File: src/hw/rtl/c8_ram.sv
// Generic simple dual-port RAM: one write port, one registered read port.
// No dependencies.
module c8_ram #(
    parameter int WIDTH = 8,
    parameter int DEPTH = 16
) (
    input  logic                     i_clk,
    input  logic                     i_we,
    input  logic [$clog2(DEPTH)-1:0] i_waddr,
    input  logic [WIDTH-1:0]         i_wdata,
    input  logic [$clog2(DEPTH)-1:0] i_raddr,
    output logic [WIDTH-1:0]         o_rdata
);

    logic [WIDTH-1:0] r_mem [DEPTH];
    logic [WIDTH-1:0] r_q;

    always_ff @(posedge i_clk) begin
        if (i_we) r_mem[i_waddr] <= i_wdata;
        r_q <= r_mem[i_raddr];
    end

    assign o_rdata = r_q;

endmodule

File: config.mk
export PLATFORM = sky130hd
export DESIGN_NAME = c8_ram
export DESIGN_NICKNAME = d
export VERILOG_FILES = /design/src/hw/rtl/c8_ram.sv
export SDC_FILE = /design/constraint.sdc
export NUM_CORES = 1
export LEC_CHECK = 0
export BUFFER_PORTS_ARGS = -buffer_cell sky130_fd_sc_hd__buf_4
export CORE_ASPECT_RATIO = 0.75
export CORE_UTILIZATION = 60
export CTS_CLUSTER_DIAMETER = 200
export DETAILED_ROUTE_END_ITERATION = 12
export PLACE_DENSITY = 0.78
export SLEW_MARGIN = 0
export SYNTH_ARGS = -nofsm -noshare
export SYNTH_HDL_FRONTEND = slang
export SYNTH_SLANG_ARGS = --single-unit
File: constraint.sdc
create_clock -name i_clk -period 2.3 [get_ports i_clk]
set_input_delay 0.345 -clock i_clk [delete_from_list [all_inputs] [get_ports i_clk]]
set_output_delay 0.345 -clock i_clk [all_outputs]
set_load 0.005 [all_outputs]
==> flow_metrics.env <==
export IMPL_run_status="completed"
export IMPL_cp_num_buf_inv=0
export IMPL_total_switching_power_mw=1.16
export IMPL_post_synth_top_count_cell="sky130_fd_sc_hd__edfxtp_1"
export IMPL_timing_final_crit_period_ps=1470
export IMPL_power_switching_fraction_pct=18.8
export IMPL_timing_worst_setup_path_type="reg2reg"
export IMPL_cts_root_buf="sky130_fd_sc_hd__clkbuf_16"
export IMPL_core_area_sq_um=8090
export IMPL_placed_area_sq_um=5570
export IMPL_initial_utilization_pct=63.6
export IMPL_worst_hold_path_endpoint="r_mem[8][5]$_DFFE_PP_"
export IMPL_synth_distinct_cells=19
export IMPL_endpoint_kind="flop"
export IMPL_mappedNetlistNets=247
export IMPL_multi_input_area_sq_um=1060
export IMPL_grt_total_usage_pct=26.1
export IMPL_pwr_share_comb_pct=4.3
export IMPL_route_detailed_vias_per_inst=6.26
export IMPL_worst_endpoint_data_arrival_time_ps=1740
export IMPL_numClockSinks=136
export IMPL_fillers=419
export IMPL_ctsResizeCount=0
export IMPL_dieArea_sq_um=8960
export IMPL_post_synth_top_area_cell="sky130_fd_sc_hd__edfxtp_1"
export IMPL_max_rail_drop_vdd_mv=1.16
export IMPL_total_of_max_cap_violations=0
export IMPL_post_cts_hold_buffer_count=0
export IMPL_vias_after_detailed_routing=2529
export IMPL_layout_area_seq_sq_um=4000
export IMPL_pwr_density_cell_nw_per_um2=991
export IMPL_critical_path_reg2reg_endpoint="o_rdata[4]$_DFF_P_"
export IMPL_cp_cell_sequence="mux4_1 -> a22oi_1 -> nand2_1"
export IMPL_power_share_sequential_pct=45.1
export IMPL_rsz0062_at_grt="false"
export IMPL_worst_endpoint_required_ps=2570
export IMPL_drt_first_iter_violations=209
export IMPL_worst_hold_path_num_cells=1
export IMPL_final_hold_violation_count=0
export IMPL_finalWirelength_mm=10.2
export IMPL_ctsHtreeMaxLevel=4
export IMPL_post_cts_repair_setup_buffers=0
export IMPL_hold_path_class="in2reg"
export IMPL_detail_route_antenna_nets=0
export IMPL_areaGrowthSynthToFinish_pct=21.3
export IMPL_drc_errors=0
export IMPL_leakage_nw=2.17
export IMPL_cts_tree="built"
export IMPL_drt_pre_antenna_iters=4
export IMPL_syn_mean_instance_area_sq_um=22.5
export IMPL_cell_count_after_synthesis=229
export IMPL_layout_cell_share_with_drive_strength_beyond_1_pct=32.4
export IMPL_grt_max_degree=33
export IMPL_cell_types_with_the_largest_area_share_after_synthesis="sky130_fd_sc_hd__edfxtp_1, sky130_fd_sc_hd__mux4_2, sky130_fd_sc_hd__mux4_1"
export IMPL_crit_path_start_kind="flop"
export IMPL_route_detailed_wl_per_inst_um=25.2
export IMPL_min_from="i_wdata[5]"
export IMPL_tightest_slew_ps=713
export IMPL_cp_max_fo=1
export IMPL_cell_internal_pwr_mw=5.03
export IMPL_finish_instance_area_sq_um=6240
export IMPL_deepest_clock_path_buffer_count=2
export IMPL_setup_violations=0
export IMPL_maxClockFrequency_mhz=679
export IMPL_fp_row_count=28
export IMPL_cts_inserted_buffers=17
export IMPL_minimum_setup_slack_among_reg_to_reg_paths_ps=830
export IMPL_grt_ovfl_total=0
export IMPL_synth_warning_count=0
export IMPL_totalNegativeSetupSlack_ps=0
export IMPL_diodes=0
export IMPL_io_buffer_count=25
export IMPL_postSynthRegisterBits=136
export IMPL_nNetsFinal=304
export IMPL_antenna_found_initial=0
export IMPL_crit_start="r_mem[9][4]$_DFFE_PP_"
export IMPL_gp_congestion=0.741
export IMPL_clk_insertion_delay_late_ps=410
export IMPL_first_pass_grt_wire_length_mm=15.1
export IMPL_floorplan_die_width_um=109
export IMPL_place_detailed_hpwl_mm=6.22
export IMPL_synth_ff_type="sky130_fd_sc_hd__edfxtp_1"
export IMPL_worst_path_largest_cell_delay_ps=520
export IMPL_synth_cell_area_sq_um=5150
export IMPL_count_of_pins_over_their_slew_limit=0
export IMPL_io_pins=26
export IMPL_timing_reg2reg_worst_path_depth=3
export IMPL_power_share_of_the_clock_group_pct=50.6
export IMPL_synth_edf_count=128
export IMPL_worst_setup_hold_path_clk_slew_ps=60
export IMPL_die_height_um=82.2
export IMPL_ys_top_cells_by_count="sky130_fd_sc_hd__edfxtp_1, sky130_fd_sc_hd__mux4_2, sky130_fd_sc_hd__a22oi_1"
export IMPL_cpLargestDelayFamily="multiplexers"
export IMPL_cell_with_the_largest_stage_delay_on_the_worst_path="sky130_fd_sc_hd__mux4_1"
export IMPL_share_of_async_settable_or_async_resettable_flops_after_synthesis_pct=0
export IMPL_ys_seq_area_share_pct=77.8
export IMPL_hold_slack_ps=238
export IMPL_synth_top_cell_area_share_pct=74.7
export IMPL_final_min_period_over_clock_period_pct=64.0
export IMPL_worst_clock_skew_ps=7.06
export IMPL_maxSlewHeadroom_pct=52.4
export IMPL_timing_rr_start="r_mem[9][4]$_DFFE_PP_"
export IMPL_vias_in_the_first_global_route=2690
==> cell families after synthesis <==
logic type	after synthesis	share of synthesized area (%)
flip-flops	136	77.8
AND/OR/NAND/NOR	35	3.18
multiplexers	32	15.0
AO/OA/AOI/OAI	16	2.33
buffers and inverters	10	1.68
==> placed cells by master (no fill, tap or decap), drive strengths merged, types with 4 or more instances in the layout <==
cell type  instances
edfxtp           128
buf               48
mux4              32
clkbuf            17
a22oi             16
nor2              13
nand2              9
dfxtp              8
bufinv             7
clkinv             6
nor3               4
==> state kept, by name, indices dropped and copies added (netlist names) <==
| name | count |
|---|---|
| o_rdata | 8 |
| r_mem | 128 |
==> cell type report <==
cell class	count	share of cell area [%]
repair buffers	48	5.97
clock buffers	17	6.81
flip-flops and latches	136	64.1
multi-input cells	83	16.9
well taps	105	2.10
clock inverters	15	4.07
==> worst reg2reg max path, delay by kind of cell, from the launching register on <==
family           cells  cell delay, ps
AO/OA/AOI/OAI        1             270
flip-flops           1             390
multiplexers         1             520
AND/OR/NAND/NOR      1             150
==> how the worst max path moves through the flow <==
stage	to	depth (start not counted)	slack, ps
6_report	o_rdata[4]$_DFF_P_	3	830
5_1_grt	o_rdata[1]$_DFF_P_	5	830
4_1_cts	o_rdata[4]$_DFF_P_	3	830
3_5_place_dp	o_rdata[3]$_DFF_P_	5	470
3_3_place_gp	o_rdata[3]$_DFF_P_	5	480
2_1_floorplan	r_mem[0][0]$_DFFE_PP_	2	460
==> metrics by stage <==
stage / instances / setup WS [ps] / utilization (%) / power, mW
6_report: 404 / 828 / 77.2 / 6.19
5_1_grt: 404 / 832 / 77.2 / 6.33
4_1_cts: 404 / 834 / 77.2 / 6.21
3_5_place_dp: 372 / 470 / 68.8 / 3.11
3_3_place_gp: 372 / 485 / 68.8 / 3.10
2_1_floorplan: 229 / 462 / - / 2.98
==> per-layer routing <==
layer	GRT usage (%)	wire [um]	share of wire, %
met2	40.9	4930	49
met4	13.6	197	1.9
met1	34.3	4190	41
met5	0	0	0
met3	7.22	844	8.3
==> power groups by stage <==
stage,Clock [mW],Sequential [mW],Combinational (mW)
6_report,3.13,2.79,0.268
5_1_grt,3.25,2.80,0.291
4_1_cts,3.15,2.79,0.270
3_5_place_dp,0,2.84,0.266
3_3_place_gp,0,2.84,0.259
2_1_floorplan,0,2.84,0.141
Note: power is estimated with default switching activity, not from simulation.
