**src/hw/rtl/c8_pkg.sv**
```systemverilog
// Shared constants, types and helper function of the CHIP-8 instruction core.
// Used by c8_alu, chip8_instruction_core and c8_chk; no dependencies.
package c8_pkg;

    localparam int RAM_BYTES   = 4096;
    localparam int SCREEN_W    = 64;
    localparam int SCREEN_H    = 32;
    localparam int STACK_DEPTH = 16;
    localparam int START_PC    = 512;
    localparam int FONT_BYTES  = 80;

    // stream item layout
    localparam int S_DATA_W = 48;
    localparam int M_DATA_W = 112;

    // commands carried in tuser
    localparam logic [1:0] CMD_STEP = 2'd0;
    localparam logic [1:0] CMD_WR   = 2'd1;
    localparam logic [1:0] CMD_RD   = 2'd2;
    localparam logic [1:0] CMD_ROW  = 2'd3;

    localparam logic [1:0] FAULT_NONE = 2'd0;
    localparam logic [1:0] FAULT_OVF  = 2'd1;
    localparam logic [1:0] FAULT_UNF  = 2'd2;

    // major opcode nibble
    localparam logic [3:0] OP_SYS  = 4'h0;
    localparam logic [3:0] OP_JP   = 4'h1;
    localparam logic [3:0] OP_CALL = 4'h2;
    localparam logic [3:0] OP_SEK  = 4'h3;
    localparam logic [3:0] OP_SNEK = 4'h4;
    localparam logic [3:0] OP_SEV  = 4'h5;
    localparam logic [3:0] OP_LDK  = 4'h6;
    localparam logic [3:0] OP_ADDK = 4'h7;
    localparam logic [3:0] OP_ALU  = 4'h8;
    localparam logic [3:0] OP_SNEV = 4'h9;
    localparam logic [3:0] OP_LDI  = 4'hA;
    localparam logic [3:0] OP_JPV0 = 4'hB;
    localparam logic [3:0] OP_RND  = 4'hC;
    localparam logic [3:0] OP_DRW  = 4'hD;
    localparam logic [3:0] OP_KEY  = 4'hE;
    localparam logic [3:0] OP_MISC = 4'hF;

    // 8xyN sub-operations
    localparam logic [3:0] ALU_MOV = 4'h0;
    localparam logic [3:0] ALU_OR  = 4'h1;
    localparam logic [3:0] ALU_AND = 4'h2;
    localparam logic [3:0] ALU_XOR = 4'h3;
    localparam logic [3:0] ALU_ADD = 4'h4;
    localparam logic [3:0] ALU_SUB = 4'h5;
    localparam logic [3:0] ALU_SHR = 4'h6;
    localparam logic [3:0] ALU_SBN = 4'h7;
    localparam logic [3:0] ALU_SHL = 4'hE;

    localparam logic [11:0] SYS_CLS = 12'h0E0;
    localparam logic [11:0] SYS_RET = 12'h0EE;

    localparam logic [7:0] KEY_SKP  = 8'h9E;
    localparam logic [7:0] KEY_SKNP = 8'hA1;

    localparam logic [7:0] MISC_GDT  = 8'h07;
    localparam logic [7:0] MISC_WKEY = 8'h0A;
    localparam logic [7:0] MISC_SDT  = 8'h15;
    localparam logic [7:0] MISC_SST  = 8'h18;
    localparam logic [7:0] MISC_ADDI = 8'h1E;
    localparam logic [7:0] MISC_FONT = 8'h29;
    localparam logic [7:0] MISC_BCD  = 8'h33;
    localparam logic [7:0] MISC_STR  = 8'h55;
    localparam logic [7:0] MISC_LDR  = 8'h65;

    localparam logic [7:0] FONT [FONT_BYTES] = '{
        8'hF0, 8'h90, 8'h90, 8'h90, 8'hF0, 8'h20, 8'h60, 8'h20, 8'h20, 8'h70,
        8'hF0, 8'h10, 8'hF0, 8'h80, 8'hF0, 8'hF0, 8'h10, 8'hF0, 8'h10, 8'hF0,
        8'h90, 8'h90, 8'hF0, 8'h10, 8'h10, 8'hF0, 8'h80, 8'hF0, 8'h10, 8'hF0,
        8'hF0, 8'h80, 8'hF0, 8'h90, 8'hF0, 8'hF0, 8'h10, 8'h20, 8'h40, 8'h40,
        8'hF0, 8'h90, 8'hF0, 8'h90, 8'hF0, 8'hF0, 8'h90, 8'hF0, 8'h10, 8'hF0,
        8'hF0, 8'h90, 8'hF0, 8'h90, 8'h90, 8'hE0, 8'h90, 8'hE0, 8'h90, 8'hE0,
        8'hF0, 8'h80, 8'h80, 8'h80, 8'hF0, 8'hE0, 8'h90, 8'h90, 8'h90, 8'hE0,
        8'hF0, 8'h80, 8'hF0, 8'h80, 8'hF0, 8'hF0, 8'h80, 8'hF0, 8'h80, 8'h80
    };

    typedef struct packed {
        logic [7:0] res;
        logic       wr_x;
        logic       flag;
        logic       wr_f;
        logic       f_first;
    } t_alu_out;

    // decimal digits of a byte: {hundreds, tens, ones}, 4 bits each
    function automatic logic [11:0] bcd3(input logic [7:0] v);
        logic [3:0] h;
        logic [3:0] t;
        logic [7:0] r;
        h = 4'd0;
        t = 4'd0;
        r = v;
        if (v >= 8'd200) begin
            h = 4'd2;
            r = v - 8'd200;
        end else if (v >= 8'd100) begin
            h = 4'd1;
            r = v - 8'd100;
        end
        for (int k = 1; k <= 9; k++) begin
            if (r >= 8'(k * 10)) t = 4'(k);
        end
        r = r - 8'({t, 3'b000} + {t, 1'b0});
        return {h, t, r[3:0]};
    endfunction

endpackage

```
**src/hw/rtl/c8_alu.sv**
```systemverilog
// Register arithmetic for 6xkk, 7xkk, Cxkk and the 8xyN group.
// Depends on c8_pkg.
module c8_alu (
    input  logic [3:0]        i_major,
    input  logic [3:0]        i_minor,
    input  logic [7:0]        i_vx,
    input  logic [7:0]        i_vy,
    input  logic [7:0]        i_kk,
    input  logic [7:0]        i_rnd,
    output c8_pkg::t_alu_out  o_res
);

    logic [8:0] sum;

    assign sum = {1'b0, i_vx} + {1'b0, i_vy};

    always_comb begin
        o_res = '0;
        unique case (i_major)
            c8_pkg::OP_LDK: begin
                o_res.res  = i_kk;
                o_res.wr_x = 1'b1;
            end
            c8_pkg::OP_ADDK: begin
                o_res.res  = i_vx + i_kk;
                o_res.wr_x = 1'b1;
            end
            c8_pkg::OP_RND: begin
                o_res.res  = i_rnd & i_kk;
                o_res.wr_x = 1'b1;
            end
            c8_pkg::OP_ALU: begin
                unique case (i_minor)
                    c8_pkg::ALU_MOV: begin
                        o_res.res = i_vy; o_res.wr_x = 1'b1;
                    end
                    c8_pkg::ALU_OR: begin
                        o_res.res = i_vx | i_vy; o_res.wr_x = 1'b1;
                    end
                    c8_pkg::ALU_AND: begin
                        o_res.res = i_vx & i_vy; o_res.wr_x = 1'b1;
                    end
                    c8_pkg::ALU_XOR: begin
                        o_res.res = i_vx ^ i_vy; o_res.wr_x = 1'b1;
                    end
                    c8_pkg::ALU_ADD: begin
                        // carry goes to VF after Vx
                        o_res.res  = sum[7:0];
                        o_res.wr_x = 1'b1;
                        o_res.flag = sum[8];
                        o_res.wr_f = 1'b1;
                    end
                    c8_pkg::ALU_SUB: begin
                        o_res.res     = i_vx - i_vy;
                        o_res.wr_x    = 1'b1;
                        o_res.flag    = i_vx > i_vy;
                        o_res.wr_f    = 1'b1;
                        o_res.f_first = 1'b1;
                    end
                    c8_pkg::ALU_SHR: begin
                        o_res.res     = {1'b0, i_vx[7:1]};
                        o_res.wr_x    = 1'b1;
                        o_res.flag    = i_vx[0];
                        o_res.wr_f    = 1'b1;
                        o_res.f_first = 1'b1;
                    end
                    c8_pkg::ALU_SBN: begin
                        o_res.res     = i_vy - i_vx;
                        o_res.wr_x    = 1'b1;
                        o_res.flag    = i_vy > i_vx;
                        o_res.wr_f    = 1'b1;
                        o_res.f_first = 1'b1;
                    end
                    c8_pkg::ALU_SHL: begin
                        o_res.res     = {i_vx[6:0], 1'b0};
                        o_res.wr_x    = 1'b1;
                        o_res.flag    = i_vx[7];
                        o_res.wr_f    = 1'b1;
                        o_res.f_first = 1'b1;
                    end
                    default: o_res = '0;
                endcase
            end
            default: o_res = '0;
        endcase
    end

endmodule

```
**config.mk**
```make
export PLATFORM = sky130hd
export DESIGN_NAME = c8_alu
export DESIGN_NICKNAME = d
export VERILOG_FILES = /design/src/hw/rtl/c8_pkg.sv /design/src/hw/rtl/c8_alu.sv
export SDC_FILE = /design/constraint.sdc
export NUM_CORES = 1
export LEC_CHECK = 0
export BUFFER_PORTS_ARGS = -buffer_cell sky130_fd_sc_hd__buf_2
export CAP_MARGIN = 40
export CORE_ASPECT_RATIO = 1.5
export CORE_MARGIN = 8
export CORE_UTILIZATION = 64
export DETAILED_ROUTE_END_ITERATION = 16
export PLACE_DENSITY = 0.91
export SLEW_MARGIN = 20
export SYNTH_ARGS = -nofsm -noshare
export SYNTH_HDL_FRONTEND = slang
export SYNTH_SLANG_ARGS = --single-unit
```
**constraint.sdc**
```tcl
create_clock -name vclk -period 8.35
set_input_delay 0.835 -clock vclk [all_inputs]
set_output_delay 0.835 -clock vclk [all_outputs]
set_load 0.05 [all_outputs]
```
==> reports/summary.log <==
[routing] vias per cell 6.88
[placement] Port Buf Inserts 52
[layout] number of diodes 0
[clock_network] post-CTS setup-driven buffer insertion count 0
[power] internal power consumption 0.0000664 W
[power] maximum vdd ir drop 0.0000474 V
[sta] Final TNS setup 0 ns
[routing] post-route DRC violation count 0
[layout] most frequent standard cell in the layout excluding fill and tap cells buf_2
[routing] DRC marker count from the first detailed-route iteration 332
[clock_network] Post-CTS Resized 0
[die] width of the die 67.5 um
[die] core box area 3890 um2
[routing] DRT Pass-1 Iters 5
[layout] Layout Area Growth over Synthesis 7.42%
[worst_setup_path] Req. time, crit path 7.52 ns
[clock_network] number of hold-repair buffers added at the cts stage 0
[logic_synthesis] Syn Nets 437
[global_route] pin count of the biggest net entering global routing 36
[placement] detailed placement HPWL 6.69 mm
[sta] crit share post-route 53.8%
[sta] Setup-failing EPs final 0
[global_route] vias in the first global route 2802
[power] clock network power share 0%
[logic_synthesis] netlist area before placement 2550 um2
[global_route] layer carrying the most global-route usage met2
[power] switching part of the total 61.4%
[global_route] met2 demand-to-capacity share in global routing 44.7%
[power] share of power burned in registers 0%
[sta] Slew HR 55.4%
[layout] fillcell total 340
[die] overall die height 93.3 um
[logic_synthesis] number of distinct library cells after synthesis 69
[routing] WL per Instance 19.9 um
[power] power after layout 0.000172 W
[global_route] Remaining Overflow, GRT 0
[sta] final-report max-slew violation count 0
[power] switching power of the nets 0.000106 W
[sta] shortest clock period the worst path allows after layout 4.49 ns
[min_path] classification of the worst-slack hold path input port to primary output
[logic_synthesis] Cells after Synth 354
[die] floorplan row count 28
[layout] Net count, final 466
[global_route] number of antenna violations at the first check in global routing 0
[global_route] met3 track demand over resource 3.11%
[worst_setup_path] Data arrival, critical path 3.66 ns
[global_route] global-route total usage across every layer 26.0%
[routing] post-route ant nets 0
[layout] Sequential Area 0 um2
[sta] highest clock frequency the design can meet 222 MHz
[sta] RSZ-0062 raised after global routing false
[layout] most frequent cells in the layout buf_2 (52), ha_1 (39), inv_1 (27)
[die] initial core utilization 65.5%
[logic_synthesis] Warnings, synthesis 0
[power] leakage power 1.29 nW
[global_route] global-route met1 utilization 29.7%
[worst_setup_path] crit start category input port
[layout] multi-input logic area 2320 um2
[worst_setup_path] Setup crit end kind primary output
[job] total of max-cap violations 0
[sta] final hold viol count 0
[worst_setup_path] class of the most critical setup path input port to primary output
[routing] final routed wirelength across all metal layers 8.48 mm
[power] Power Density 62.9 nW/um2
[layout] layout cell share with drive strength beyond 1 17.6%
[placement] final RePlAce weighted congestion 1.05
[status] outcome complete, no violations
[sta] Least-Margin Pin Slew 0.667 ns
[worst_setup_path] maximum fanout encountered on the critical timing path 5
[layout] number of clock buffers in the layout 0
[logic_synthesis] share of the yosys chip area belonging to registers 0%
[power] combinational power share 100.0%
[logic_synthesis] Avg Cell Area, Syn 7.19 um2
[die] Total Die Area 6290 um2
[die] Top Ports 52
[layout] FF+latch count 0
[routing] vias post-DR 2932
[global_route] wire length of the first global-routing pass 13.4 mm
## area by class of cell
cell class	instances	area share, %
inverters	27	3.71
well taps	45	2.06
repair buffers	52	9.52
multi-input cells	302	84.7
## Yosys cell counts, drive strengths merged, types with 8 or more instances
cell    instances  area [um2]
buf            17        97.6
nor2b          10        62.6
nand2b          9        56.3
nor3            8        40.0
nand2          24        90.1
ha             39         488
inv            27         101
a21oi          24         120
nor2           24        90.1
mux2i           8        80.1
clkbuf          8        30.0
o21ai          19        95.1
## layer usage
metal | routed length (um) | share of wire (%)
met3 | 661 | 7.8
met2 | 4130 | 49
met5 | 0 | 0
met4 | 520 | 6.1
met1 | 3170 | 37
## per-stage QoR
stage          cell area (um2)  hold WS [ns]  instances  util, %  setup slack, ns
2_1_floorplan             2550          1.97        354        -             4.23
3_3_place_gp              2740          2.06        426     70.3             3.99
3_5_place_dp              2740          2.06        426     70.3             3.90
4_1_cts                   2740          2.06        426     70.3             3.88
5_1_grt                   2740          2.08        426     70.3             3.71
6_report                  2740          2.06        426     70.3             3.86
## kinds of logic (layout without fill, tap and decap cells)
family,Yosys count,count (layout),share of synthesized area [%]
compound gates,115,115,32.9
mux,14,14,6.24
xor+xnor,12,12,4.13
buf+inv,52,79,8.99
fa+ha+maj,43,43,22.3
simple gates,118,118,25.5
## critical path, cell delays in order
cell and delay [ns]:
buf_2 0.13, inv_1 0.08, ha_1 0.22, fa_1 0.40
o21ba_2 0.24, o311ai_0 0.39, mux2_2 0.39, a211oi_1 0.24
o311ai_1 0.15, a221o_1 0.36, buf_2 0.21
## power groups by stage
stage          Combinational [W]  Sequential [W]  Clock, W
5_1_grt                 0.000185               0         0
3_5_place_dp            0.000167               0         0
6_report                0.000172               0         0
2_1_floorplan           0.000123               0         0
4_1_cts                 0.000168               0         0
3_3_place_gp            0.000163               0         0
## path summary, 6_finish.rpt
path,slack (ns),end,start,depth (start not counted)
min,2.06,o_res[3],i_major[0],3
max,3.86,o_res[10],i_vx[0],11
Note: power is estimated with default switching activity, not from simulation.
